$ cat src/sv/pts_pkg.sv
// shared types and constants for the power-of-two tile splitter
package pts_pkg;

   localparam int STACK_DEPTH_DEF = 32;
   localparam int MAX_TILES_DEF   = 64;
   localparam int MIN_TILE        = 128;
   localparam int MAX_DIM         = 1024;
   localparam int DIM_W           = 11;
   localparam int POS_W           = 10;
   localparam int CSR_INDEX_W     = 1;

   localparam logic [CSR_INDEX_W-1:0] CSR_MAX_TILE_WIDTH  = 1'd0;
   localparam logic [CSR_INDEX_W-1:0] CSR_MAX_TILE_HEIGHT = 1'd1;

   localparam logic [DIM_W-1:0] MAX_TILE_RESET = 11'd1024;

   typedef struct packed {
      logic [DIM_W-1:0] image_width;
      logic [DIM_W-1:0] image_height;
   } req_payload_type;

   typedef struct packed {
      logic [POS_W-1:0] tile_left;
      logic [POS_W-1:0] tile_top;
      logic [DIM_W-1:0] tile_width;
      logic [DIM_W-1:0] tile_height;
      logic             last_tile;
   } rsp_payload_type;

   typedef struct packed {
      logic [DIM_W-1:0] left;
      logic [DIM_W-1:0] top;
      logic [DIM_W-1:0] width;
      logic [DIM_W-1:0] height;
   } region_type;

   typedef enum logic [2:0] {
      ST_IDLE,
      ST_TILE,
      ST_PUSH,
      ST_POP,
      ST_LOAD
   } state_type;

   typedef enum logic [1:0] {
      PUSH_RIGHT,
      PUSH_BELOW,
      PUSH_CORNER
   } push_kind_type;

   typedef struct packed {
      logic          load_init;
      logic          load_pop;
      logic          emit;
      logic          last;
      push_kind_type push_kind;
   } cmd_type;

   typedef struct packed {
      logic out_free;
      logic req_empty;
      logic more_x;
      logic more_y;
   } status_type;

endpackage

$ cat src/sv/pts_ram.sv
// generic single write, single read ram with registered read data
module pts_ram #(
   parameter int WIDTH = 44,
   parameter int DEPTH = 32,
   localparam int ADDR_W = $clog2(DEPTH)
) (
   input  logic              clock,
   input  logic              wr_en,
   input  logic [ADDR_W-1:0] wr_addr,
   input  logic [WIDTH-1:0]  wr_data,
   input  logic              rd_en,
   input  logic [ADDR_W-1:0] rd_addr,
   output logic [WIDTH-1:0]  rd_data
);

   logic [WIDTH-1:0] mem_ff [DEPTH];
   logic [WIDTH-1:0] rd_data_ff;

   always_ff @(posedge clock) begin
      if (wr_en) begin
         mem_ff[wr_addr] <= wr_data;
      end
      if (rd_en) begin
         rd_data_ff <= mem_ff[rd_addr];
      end
   end

   assign rd_data = rd_data_ff;

endmodule

$ cat src/sv/pts_datapath.sv
// region register, tile size logic, config registers and result register
module pts_datapath (
   input  logic                                 clock,
   input  logic                                 reset,
   input  pts_pkg::req_payload_type             req_payload,
   input  logic                                 csr_wr_en,
   input  logic [pts_pkg::CSR_INDEX_W-1:0]      csr_index,
   input  logic [pts_pkg::DIM_W-1:0]            csr_wdata,
   input  pts_pkg::cmd_type                     cmd,
   output pts_pkg::status_type                  status,
   input  logic [$bits(pts_pkg::region_type)-1:0] ram_rd_data,
   output logic [$bits(pts_pkg::region_type)-1:0] ram_wr_data,
   output logic                                 rsp_valid,
   input  logic                                 rsp_stall,
   output pts_pkg::rsp_payload_type             rsp_payload
);

   import pts_pkg::*;

   function automatic logic [DIM_W-1:0] pick_side(input logic [DIM_W-1:0] size,
                                                  input logic [DIM_W-1:0] limit);
      logic [DIM_W:0]   t;
      logic [DIM_W:0]   hp;
      logic [DIM_W-1:0] m;
      logic [DIM_W-1:0] lim;
      m   = size - DIM_W'(1);
      t   = (DIM_W+1)'(1);
      for (int i = 0; i < DIM_W; i++) begin
         if (size != '0 && m[i]) t = (DIM_W+1)'(2) << i;
      end
      if (t > (DIM_W+1)'(MIN_TILE) && t != {1'b0, size}) t = t >> 1;
      lim = (limit == '0) ? DIM_W'(1) : limit;
      hp  = (DIM_W+1)'(1);
      for (int i = 0; i < DIM_W; i++) begin
         if (lim[i]) hp = (DIM_W+1)'(1) << i;
      end
      if (t > hp) t = hp;
      return t[DIM_W-1:0];
   endfunction

   logic [DIM_W-1:0] max_w_ff, max_w_in;
   logic [DIM_W-1:0] max_h_ff, max_h_in;
   region_type       cur_ff, cur_in;
   logic             rsp_valid_ff, rsp_valid_in;
   rsp_payload_type  rsp_payload_ff, rsp_payload_in;
   logic [DIM_W-1:0] tw, th;
   logic [DIM_W-1:0] init_w, init_h;
   region_type       push_region;

   always_comb begin
      tw     = pick_side(cur_ff.width, max_w_ff);
      th     = pick_side(cur_ff.height, max_h_ff);
      init_w = (req_payload.image_width > DIM_W'(MAX_DIM)) ? DIM_W'(MAX_DIM)
                                                           : req_payload.image_width;
      init_h = (req_payload.image_height > DIM_W'(MAX_DIM)) ? DIM_W'(MAX_DIM)
                                                            : req_payload.image_height;

      status.out_free  = !rsp_valid_ff || !rsp_stall;
      status.req_empty = (req_payload.image_width == '0) || (req_payload.image_height == '0);
      status.more_x    = cur_ff.width > tw;
      status.more_y    = cur_ff.height > th;

      case (cmd.push_kind)
         PUSH_RIGHT: begin
            push_region = '{cur_ff.left + tw, cur_ff.top, cur_ff.width - tw, th};
         end
         PUSH_BELOW: begin
            push_region = '{cur_ff.left, cur_ff.top + th, tw, cur_ff.height - th};
         end
         default: begin
            push_region = '{cur_ff.left + tw, cur_ff.top + th,
                            cur_ff.width - tw, cur_ff.height - th};
         end
      endcase
      ram_wr_data = push_region;

      cur_in = cur_ff;
      if (cmd.load_init) begin
         cur_in = '{DIM_W'(0), DIM_W'(0), init_w, init_h};
      end else if (cmd.load_pop) begin
         cur_in = ram_rd_data;
      end

      max_w_in = max_w_ff;
      max_h_in = max_h_ff;
      if (csr_wr_en) begin
         unique case (csr_index)
            CSR_MAX_TILE_WIDTH:  max_w_in = csr_wdata;
            CSR_MAX_TILE_HEIGHT: max_h_in = csr_wdata;
            default: ;
         endcase
      end

      rsp_valid_in   = rsp_valid_ff;
      rsp_payload_in = rsp_payload_ff;
      if (cmd.emit) begin
         rsp_valid_in   = 1'b1;
         rsp_payload_in = '{cur_ff.left[POS_W-1:0], cur_ff.top[POS_W-1:0], tw, th, cmd.last};
      end else if (!rsp_stall) begin
         rsp_valid_in = 1'b0;
      end
   end

   always_ff @(posedge clock) begin
      if (reset) begin
         max_w_ff     <= MAX_TILE_RESET;
         max_h_ff     <= MAX_TILE_RESET;
         rsp_valid_ff <= 1'b0;
      end else begin
         max_w_ff     <= max_w_in;
         max_h_ff     <= max_h_in;
         rsp_valid_ff <= rsp_valid_in;
      end
      cur_ff         <= cur_in;
      rsp_payload_ff <= rsp_payload_in;
   end

   assign rsp_valid   = rsp_valid_ff;
   assign rsp_payload = rsp_payload_ff;

endmodule

$ cat src/sv/pts_ctrl.sv
// controller: sequencing, stack pointer and tile count
module pts_ctrl #(
   parameter int STACK_DEPTH = pts_pkg::STACK_DEPTH_DEF,
   parameter int MAX_TILES   = pts_pkg::MAX_TILES_DEF,
   localparam int ADDR_W = $clog2(STACK_DEPTH)
) (
   input  logic                clock,
   input  logic                reset,
   input  logic                req_valid,
   output logic                req_stall,
   input  pts_pkg::status_type status,
   output pts_pkg::cmd_type    cmd,
   output logic                ram_wr_en,
   output logic [ADDR_W-1:0]   ram_wr_addr,
   output logic                ram_rd_en,
   output logic [ADDR_W-1:0]   ram_rd_addr
);

   import pts_pkg::*;

   localparam int SP_W  = $clog2(STACK_DEPTH + 1);
   localparam int CNT_W = $clog2(MAX_TILES + 1);

   state_type        state_ff, state_in;
   logic [SP_W-1:0]  sp_ff, sp_in;
   logic [CNT_W-1:0] count_ff, count_in;
   logic [2:0]       mask_ff, mask_in;
   logic [1:0]       push_cnt;
   logic [SP_W+1:0]  sp_sum;
   logic [SP_W-1:0]  sp_sat;
   logic [SP_W-1:0]  sp_dec;
   logic             last;

   always_ff @(posedge clock) begin
      if (reset) begin
         state_ff <= ST_IDLE;
         sp_ff    <= '0;
         count_ff <= '0;
         mask_ff  <= '0;
      end else begin
         state_ff <= state_in;
         sp_ff    <= sp_in;
         count_ff <= count_in;
         mask_ff  <= mask_in;
      end
   end

   always_comb begin
      push_cnt = {1'b0, status.more_x} + {1'b0, status.more_y}
               + {1'b0, status.more_x && status.more_y};
      sp_sum   = (SP_W+2)'(sp_ff) + (SP_W+2)'(push_cnt);
      sp_sat   = (sp_sum > (SP_W+2)'(STACK_DEPTH)) ? SP_W'(STACK_DEPTH) : sp_sum[SP_W-1:0];
      last     = (sp_sat == '0) || (count_ff == CNT_W'(MAX_TILES - 1));
      sp_dec   = sp_ff - SP_W'(1);

      state_in = state_ff;
      sp_in    = sp_ff;
      count_in = count_ff;
      mask_in  = mask_ff;

      cmd.load_init = 1'b0;
      cmd.load_pop  = 1'b0;
      cmd.emit      = 1'b0;
      cmd.last      = last;
      cmd.push_kind = PUSH_CORNER;
      ram_wr_en     = 1'b0;
      ram_rd_en     = 1'b0;
      ram_wr_addr   = sp_ff[ADDR_W-1:0];
      ram_rd_addr   = sp_dec[ADDR_W-1:0];
      req_stall     = (state_ff != ST_IDLE);

      unique case (state_ff)
         ST_IDLE: begin
            if (req_valid && !status.req_empty) begin
               cmd.load_init = 1'b1;
               sp_in         = '0;
               count_in      = '0;
               state_in      = ST_TILE;
            end
         end
         ST_TILE: begin
            if (status.out_free) begin
               cmd.emit = 1'b1;
               count_in = count_ff + CNT_W'(1);
               if (last) begin
                  state_in = ST_IDLE;
               end else if (push_cnt != '0) begin
                  mask_in  = {status.more_x && status.more_y, status.more_y, status.more_x};
                  state_in = ST_PUSH;
               end else begin
                  state_in = ST_POP;
               end
            end
         end
         ST_PUSH: begin
            if (mask_ff[0]) begin
               cmd.push_kind = PUSH_RIGHT;
               mask_in[0]    = 1'b0;
            end else if (mask_ff[1]) begin
               cmd.push_kind = PUSH_BELOW;
               mask_in[1]    = 1'b0;
            end else begin
               cmd.push_kind = PUSH_CORNER;
               mask_in[2]    = 1'b0;
            end
            // full stack drops the region
            ram_wr_en = (sp_ff < SP_W'(STACK_DEPTH));
            if (ram_wr_en) sp_in = sp_ff + SP_W'(1);
            if (mask_in == '0) state_in = ST_POP;
         end
         ST_POP: begin
            ram_rd_en = 1'b1;
            sp_in     = sp_dec;
            state_in  = ST_LOAD;
         end
         ST_LOAD: begin
            cmd.load_pop = 1'b1;
            state_in     = ST_TILE;
         end
         default: begin
            state_in = ST_IDLE;
         end
      endcase
   end

   a_pop_nonempty: assert property (@(posedge clock) disable iff (reset)
      state_ff == ST_POP |-> sp_ff != '0)
      else $error("pop from empty stack");

   a_sp_bound: assert property (@(posedge clock) disable iff (reset)
      sp_ff <= SP_W'(STACK_DEPTH))
      else $error("stack pointer beyond depth");

   a_emit_free: assert property (@(posedge clock) disable iff (reset)
      cmd.emit |-> status.out_free)
      else $error("tile emitted into a full result register");

   a_last_idle: assert property (@(posedge clock) disable iff (reset)
      cmd.emit && cmd.last |=> state_ff == ST_IDLE)
      else $error("work continues after last tile");

endmodule

$ cat src/sv/pow2_tile_splitter_top.sv
// top level of the power-of-two tile splitter
// first tile: the request loads the region register, then the tile enters the result register once it is free
// each further tile steps through emit (waiting while the result register is full), one stack push
// per new region (0 to 3), then a stack read and a load through the registered ram read port
// up to MAX_TILES tiles per image; req_stall stays high until the last tile is registered
// reset clears control state and the config registers; the stack ram is not cleared
module pow2_tile_splitter_top #(
   parameter int STACK_DEPTH = pts_pkg::STACK_DEPTH_DEF,
   parameter int MAX_TILES   = pts_pkg::MAX_TILES_DEF
) (
   input  logic                            clock,
   input  logic                            reset,
   input  logic                            req_valid,
   output logic                            req_stall,
   input  pts_pkg::req_payload_type        req_payload,
   output logic                            rsp_valid,
   input  logic                            rsp_stall,
   output pts_pkg::rsp_payload_type        rsp_payload,
   input  logic                            csr_wr_en,
   input  logic [pts_pkg::CSR_INDEX_W-1:0] csr_index,
   input  logic [pts_pkg::DIM_W-1:0]       csr_wdata
);

   import pts_pkg::*;

   localparam int ADDR_W   = $clog2(STACK_DEPTH);
   localparam int REGION_W = $bits(region_type);

   cmd_type             cmd;
   status_type          status;
   logic                ram_wr_en;
   logic [ADDR_W-1:0]   ram_wr_addr;
   logic                ram_rd_en;
   logic [ADDR_W-1:0]   ram_rd_addr;
   logic [REGION_W-1:0] ram_wr_data;
   logic [REGION_W-1:0] ram_rd_data;

   pts_ctrl #(
      .STACK_DEPTH (STACK_DEPTH),
      .MAX_TILES   (MAX_TILES)
   ) u_ctrl (
      .clock       (clock),
      .reset       (reset),
      .req_valid   (req_valid),
      .req_stall   (req_stall),
      .status      (status),
      .cmd         (cmd),
      .ram_wr_en   (ram_wr_en),
      .ram_wr_addr (ram_wr_addr),
      .ram_rd_en   (ram_rd_en),
      .ram_rd_addr (ram_rd_addr)
   );

   pts_datapath u_datapath (
      .clock       (clock),
      .reset       (reset),
      .req_payload (req_payload),
      .csr_wr_en   (csr_wr_en),
      .csr_index   (csr_index),
      .csr_wdata   (csr_wdata),
      .cmd         (cmd),
      .status      (status),
      .ram_rd_data (ram_rd_data),
      .ram_wr_data (ram_wr_data),
      .rsp_valid   (rsp_valid),
      .rsp_stall   (rsp_stall),
      .rsp_payload (rsp_payload)
   );

   pts_ram #(
      .WIDTH (REGION_W),
      .DEPTH (STACK_DEPTH)
   ) u_stack (
      .clock   (clock),
      .wr_en   (ram_wr_en),
      .wr_addr (ram_wr_addr),
      .wr_data (ram_wr_data),
      .rd_en   (ram_rd_en),
      .rd_addr (ram_rd_addr),
      .rd_data (ram_rd_data)
   );

endmodule

$ cat config.mk
export PLATFORM = sky130hd
export DESIGN_NAME = pow2_tile_splitter_top
export DESIGN_NICKNAME = d
export VERILOG_FILES = /design/src/sv/pts_pkg.sv /design/src/sv/pts_ram.sv /design/src/sv/pts_datapath.sv /design/src/sv/pts_ctrl.sv /design/src/sv/pow2_tile_splitter_top.sv
export SDC_FILE = /design/constraint.sdc
export NUM_CORES = 2
export LEC_CHECK = 0
export ABC_AREA = 1
export BUFFER_PORTS_ARGS = -buffer_cell sky130_fd_sc_hd__buf_2
export CELL_PAD_IN_SITES_DETAIL_PLACEMENT = 1
export CELL_PAD_IN_SITES_GLOBAL_PLACEMENT = 2
export CORE_UTILIZATION = 44
export CTS_CLUSTER_SIZE = 10
export DETAILED_ROUTE_END_ITERATION = 10
export PLACE_DENSITY = 0.82
export SLEW_MARGIN = 20
export SYNTH_ARGS = -nofsm -noshare
export SYNTH_HDL_FRONTEND = slang
export SYNTH_SLANG_ARGS = --single-unit
$ cat constraint.sdc
create_clock -name clock -period 9.4 [get_ports clock]
set_clock_uncertainty 0.05 [all_clocks]
set_input_delay 0.47 -clock clock [delete_from_list [all_inputs] [get_ports clock]]
set_output_delay 0.47 -clock clock [all_outputs]
set_load 0.01 [all_outputs]
Yosys cells after proc, flatten, opt, wreduce, memory -nomap -nowiden:

Memories as Yosys holds them, arrays and structs flattened. A register that Yosys moved wholly into a read port is not among the register bits.
Cells that the tools add are included.

* register bits after elaboration: 129
* RAM bits: 1408
* bits of input ports: 39
* output and inout port bits: 45
* logic and storage cells: 197
* memories: 1

Memory list
* u_stack.mem_ff: depth 32, width 44, rd ports 1, clocked after memory_dff 1, write ports 1, RTL line pts_ram.sv:16 `logic [WIDTH-1:0] mem_ff [DEPTH];`

* add/subtract/negate cells: 12
* order comparisons: 10
* equal/unequal tests: 15
* mux-type cells: 88
* bitwise operators: 1
* reduce and logical (&&, ||, !) cells: 54

Operators with widths (number)
* $mux 12: 13
* $mux 11: 9
* $pmux 44 s2: 1
* $logic_not 11->1: 4
* $mux 22: 2
* $mux 6: 6
* $mux 7: 5
* $mux 10: 3
* $mux 3: 9
* $mux 9: 3
* $logic_and 1x1->1: 26
* $gt 12x11->1: 2
* $gt 12x8->1 const B: 2
* $mux 8: 3
* $ne 12x11->1: 2
* $add 11x11->11: 2
* $gt 11x11->1: 2
* $gt 11x11->1 const B: 2
* $reduce_bool 11->1: 2
* $sub 11x1->11 const B: 2
* $sub 11x11->11: 2
* $mux 2: 10
* $pmux 6 s3: 1
* $mux 5: 3
* other kinds (31): 64

Logic depth before layout (Yosys ltp):

* word-level depth: 29
* depth in mapped cells: 54
* gate-level depth less buffers: 53

Hierarchy:

Synthesis repeated with hierarchy kept, for this count alone.

* cell total of the unflattened synthesis: 6184
* area total of the unflattened synthesis: 67718.7 sq um

Modules (own cells, without submodules)
* pts_ram: instances 1, cells an instance 4842, area an instance 58053.2 sq um, sequential area each 43601.8 sq um
* pts_datapath: instances 1, cells an instance 1138, area an instance 8298.0 sq um, sequential area each 2812.7 sq um
* pts_ctrl: instances 1, cells an instance 204, area an instance 1367.6 sq um, sequential area each 380.4 sq um

Least setup slack after synthesis:

Ideal clock, no wire load.

* path type: reg2reg
* from: register u_datapath.cur_ff[1] (netlist name)
* to: register u_ctrl.mask_ff[1]
* setup time: 0.116 ns
* data arrival time: 6.894 ns
* required time: 9.234 ns
* setup slack: 2.340 ns
* stages on the path, launching flop included: 49
* buffers on the path: 1
* period minus slack after synthesis: 7.060 ns
* cells stage by stage: edfxtp_1 > inv_1 > ha_1 > inv_1 > nor2_4 > nand4_2 > nor2_4 > inv_2 > nand3b_2 > nand2_2 > nor2_4 > nand2_2 > nor2_1 > xor2_1 > nor2_1 > nand3_1 > o21ai_2 > nand2_1 > [... 13 more ...] > nand2_1 > nand2_1 > a21oi_1 > nor2_1 > o21ai_0 > nand2_1 > ha_1 > fa_1 > nor3_1 > o2111ai_1 > o21ai_0 > nor2_1 > inv_1 > nor2_1 > nand2_1 > nand2_1 > o221ai_1 > o211a_1

RTL lines
* start, declared: RTL line pts_datapath.sv:43 `region_type cur_ff, cur_in;`
* start signal, assigned: RTL line pts_datapath.sv:114 `cur_ff <= cur_in;`
* end signal, assigned: RTL line pts_ctrl.sv:44 `mask_ff <= mask_in;`
* end, declared: RTL line pts_ctrl.sv:27 `logic [2:0] mask_ff, mask_in;`

==> flow_metrics.env <==
export IMPL_status="completed"
export IMPL_die_width_um=379
export IMPL_core_um2=140000
export IMPL_firstDrtPassIters=6
export IMPL_worstSetupPathType="reg -> reg"
export IMPL_dpl_hpwl_um=107000
export IMPL_clk_path_buf_depth=3
export IMPL_critPathLaunchType="flop"
export IMPL_post_route_util_pct=50.4
export IMPL_rsz0062_at_grt="no"
export IMPL_required_ps=10040
export IMPL_maxUsedRoutingLayer="met5"
export IMPL_grt_max_degree=154
export IMPL_vias_per_cell=6.20
export IMPL_crit_fanout=10
export IMPL_finalCritPeriodShare_pct=90.5
export IMPL_avgSynthCellArea_um2=12.5
export IMPL_p_sw_share_pct=43.7
export IMPL_worst_pin_slew_ps=1170
export IMPL_vdd_drop_max_mv=0.412
export IMPL_wl_met1_um=83100
export IMPL_p_int_mw=16.7
export IMPL_fin_tns_setup_ps=0
export IMPL_yosysWarningCount=0
export IMPL_drc=0
export IMPL_ys_types=55
export IMPL_grt_usage_pct=27.7
export IMPL_synth_top_area_share_pct=69.7
export IMPL_async_reset_ff_share_pct=0
export IMPL_grt_pass1_wl_um=291000
export IMPL_vias=43600
export IMPL_die_area_um2=144000
export IMPL_ys_flop_type="edfxtp_1"
export IMPL_grt_antenna_before_repair=3
export IMPL_yosys_top_cells_area="edfxtp_1 (70%), o21ai_0 (6.5%), nor2_1 (5.6%), o221ai_1 (3.5%), dfxtp_1 (1.9%)"
export IMPL_power_frac_seq_pct=34.9
export IMPL_slew_headroom_pct=22.1
export IMPL_numPortBuffers=82
export IMPL_cts_tree="yes"
export IMPL_num_rows=137
export IMPL_initial_core_util_pct=44.6
export IMPL_finalHoldViolCount=0
export IMPL_io_pins=84
export IMPL_die_h_um=379
export IMPL_yosys_register_bits=1511
export IMPL_finalSetupViolations=0
export IMPL_wl_per_cell_um=28.5
export IMPL_finalWeightedCongestion=0.856
export IMPL_regToRegSetupSlack_ps=890
export IMPL_syn_inst=5022
export IMPL_area_delta_synth_final_pct=12.9
export IMPL_antenna_left=0
export IMPL_grt_overflow=0
export IMPL_dr_wl_met3_um=16400
export IMPL_wirelength_um=201000
export IMPL_syn_cell_area_um2=62600
export IMPL_grt_pass1_vias=44000
export IMPL_p_leak_nw=23.4
export IMPL_cts_sinks=1511
export IMPL_drt_iter0_markers=5118
export IMPL_p_per_area_nw_per_um2=419
export IMPL_synth_nets=5138
export IMPL_dr_wl_met2_um=95300
export IMPL_cts_max_level=4
export IMPL_drv_slew=0
export IMPL_cpMaxStageDelayCell="fa_1"
export IMPL_crit_path_frequent_cell="nand2_1"
export IMPL_max_cap_violations=0
export IMPL_endpoint_kind="flop"
export IMPL_min_path_type="in -> reg"
export IMPL_p_switching_mw=12.9
export IMPL_finalWorstPathRequiredPeriod_ps=8510
export IMPL_nFillCells=14200
export IMPL_synth_seq_area_share_pct=71.6
export IMPL_clock_power_share_pct=19.8
export IMPL_cp_arrival_ps=9140
export IMPL_crit_path_max_incr_delay_ps=520
export IMPL_synth_edff_count=1451
export IMPL_layout_nets=5225
export IMPL_insertion_delay_ps=800
export IMPL_drive_gt1_share_pct=10.3
export IMPL_clock_fmax_mhz=118
export IMPL_comb_power_share_pct=45.3
export IMPL_numCtsBuffers=171
export IMPL_yosysTopAreaCell="edfxtp_1"
export IMPL_root_buffer="clkbuf_16"
export IMPL_clk_pin_slew_ps=60
==> sequential cells by signal, summed over array words and instances (netlist names) <==
register	count
u_stack.mem_ff	1344
u_stack.rd_data	42
u_datapath.rsp_payload	43
u_ctrl.state_ff	3
u_datapath.cur_ff	42
u_ctrl.count_ff	7
u_datapath.max_h_ff	10
u_ctrl.mask_ff	3
u_ctrl.sp_ff	6
u_datapath.max_w_ff	10
u_datapath.rsp_valid	1
==> power by group through the flow <==
stage	logic [mW]	clock network (mW)	registers [mW]
final	13.4	5.86	10.3
after global routing	14.4	6.13	10.4
after CTS	13.1	5.92	10.4
after detailed placement	13.0	0	10.5
after global placement	12.6	0	10.5
after floorplan	7.72	0	10.4
==> cell families (layout without fill, tap and decap cells) <==
family,Yosys count,after routing,share of synthesized area (%)
DFF,1511,1511,71.6
adders and majority gates,77,77,1.60
and+or+nand+nor,1528,1528,10.1
AOI/OAI and AO/OA,1381,1381,13.3
other,0,2,0
buffers and inverters,490,622,2.95
xor gates and xnor gates,35,35,0.490
==> Yosys cell counts, types with 60 or more instances <==
cell type  number
nand2_1       303
inv_1         159
edfxtp_1     1451
a21oi_1        92
o22ai_1        89
nand3_1       178
nor2_1        934
dfxtp_1        60
o221ai_1      251
ha_1           72
clkbuf_1      302
o21ai_0       817
==> area by class of cell <==
| cell class | instances | area, um2 | share of cell area (%) |
|---|---|---|---|
| clock buffer | 201 | 4440 | 6.29 |
| sequential | 1511 | 44800 | 63.4 |
| inverter | 170 | 663 | 0.939 |
| tap | 1876 | 2350 | 3.32 |
| multi-input combinational | 3021 | 16400 | 23.3 |
| antenna | 2 | 5.00 | 0.00709 |
| clock inverter | 17 | 204 | 0.289 |
| timing repair buffer | 234 | 1740 | 2.47 |
==> cell usage in the layout (no fill, tap or decap), types with 42 or more instances in the layout <==
master | netlist | layout
a21oi_1 | 92 | 85
inv_1 | 159 | 156
o21ai_0 | 817 | 801
nand3_1 | 178 | 178
buf_2 | 5 | 82
edfxtp_1 | 1451 | 1451
ha_1 | 72 | 71
a31oi_1 | 46 | 46
clkbuf_16 | 0 | 173
o221ai_1 | 251 | 251
nand2_1 | 303 | 296
a32oi_1 | 42 | 42
nor2_1 | 934 | 900
dfxtp_1 | 60 | 59
buf_4 | 0 | 114
o22ai_1 | 89 | 88
==> per-stage QoR <==
| stage | power (mW) | hold WS (ps) | instance area, um2 | worst slack [ps] | instances |
|---|---|---|---|---|---|
| 6_report | 29.6 | 40.9 | 70600 | 894 | 7032 |
| 3_3_place_gp | 23.1 | 414 | 65500 | 691 | 6776 |
| 2_1_floorplan | 18.2 | 395 | 62600 | 2340 | 5022 |
| 4_1_cts | 29.4 | 8.95 | 70500 | 407 | 7025 |
| 5_1_grt | 30.9 | 66.9 | 70600 | 56.5 | 7030 |
| 3_5_place_dp | 23.5 | 422 | 65600 | 456 | 6778 |
==> what timing repair did <==
item                                    CTS  global route
endpoints found under the setup margin    0             4
gates resized for setup                   0             3
buffers inserted                          0             4
hold buffers                             29             0
hold endpoints to repair                 46             0
==> critical path, delay by kind of cell (launching register included) <==
family / cells / cell delay [ps]
and+or+nand+nor: 27 / 3360
AOI/OAI and AO/OA: 11 / 2120
adders and majority gates: 5 / 1630
buffers and inverters: 6 / 700
DFF: 1 / 410
xor gates and xnor gates: 1 / 90
==> path summary, 6_finish.rpt <==
kind                                      to  cells after the start                            start
max           u_ctrl.mask_ff[1]$_SDFFE_PP0P_                     50   u_datapath.cur_ff[1]$_DFFE_PP_
min          u_datapath.cur_ff[10]$_DFFE_PP_                      3                  req_payload[10]
max reg2reg   u_ctrl.mask_ff[1]$_SDFFE_PP0P_                     50   u_datapath.cur_ff[1]$_DFFE_PP_
min reg2reg  u_ctrl.count_ff[1]$_SDFFE_PP0P_                      2  u_ctrl.count_ff[1]$_SDFFE_PP0P_
==> metal layers <==
layer	track usage, %	vias to the layer above
met5	0	-
met4	9.09	2
met1	37.9	22400
met2	45.3	1945
li1	-	18900
met3	4.21	369
No activity file was read; power rests on OpenSTA's default activity.
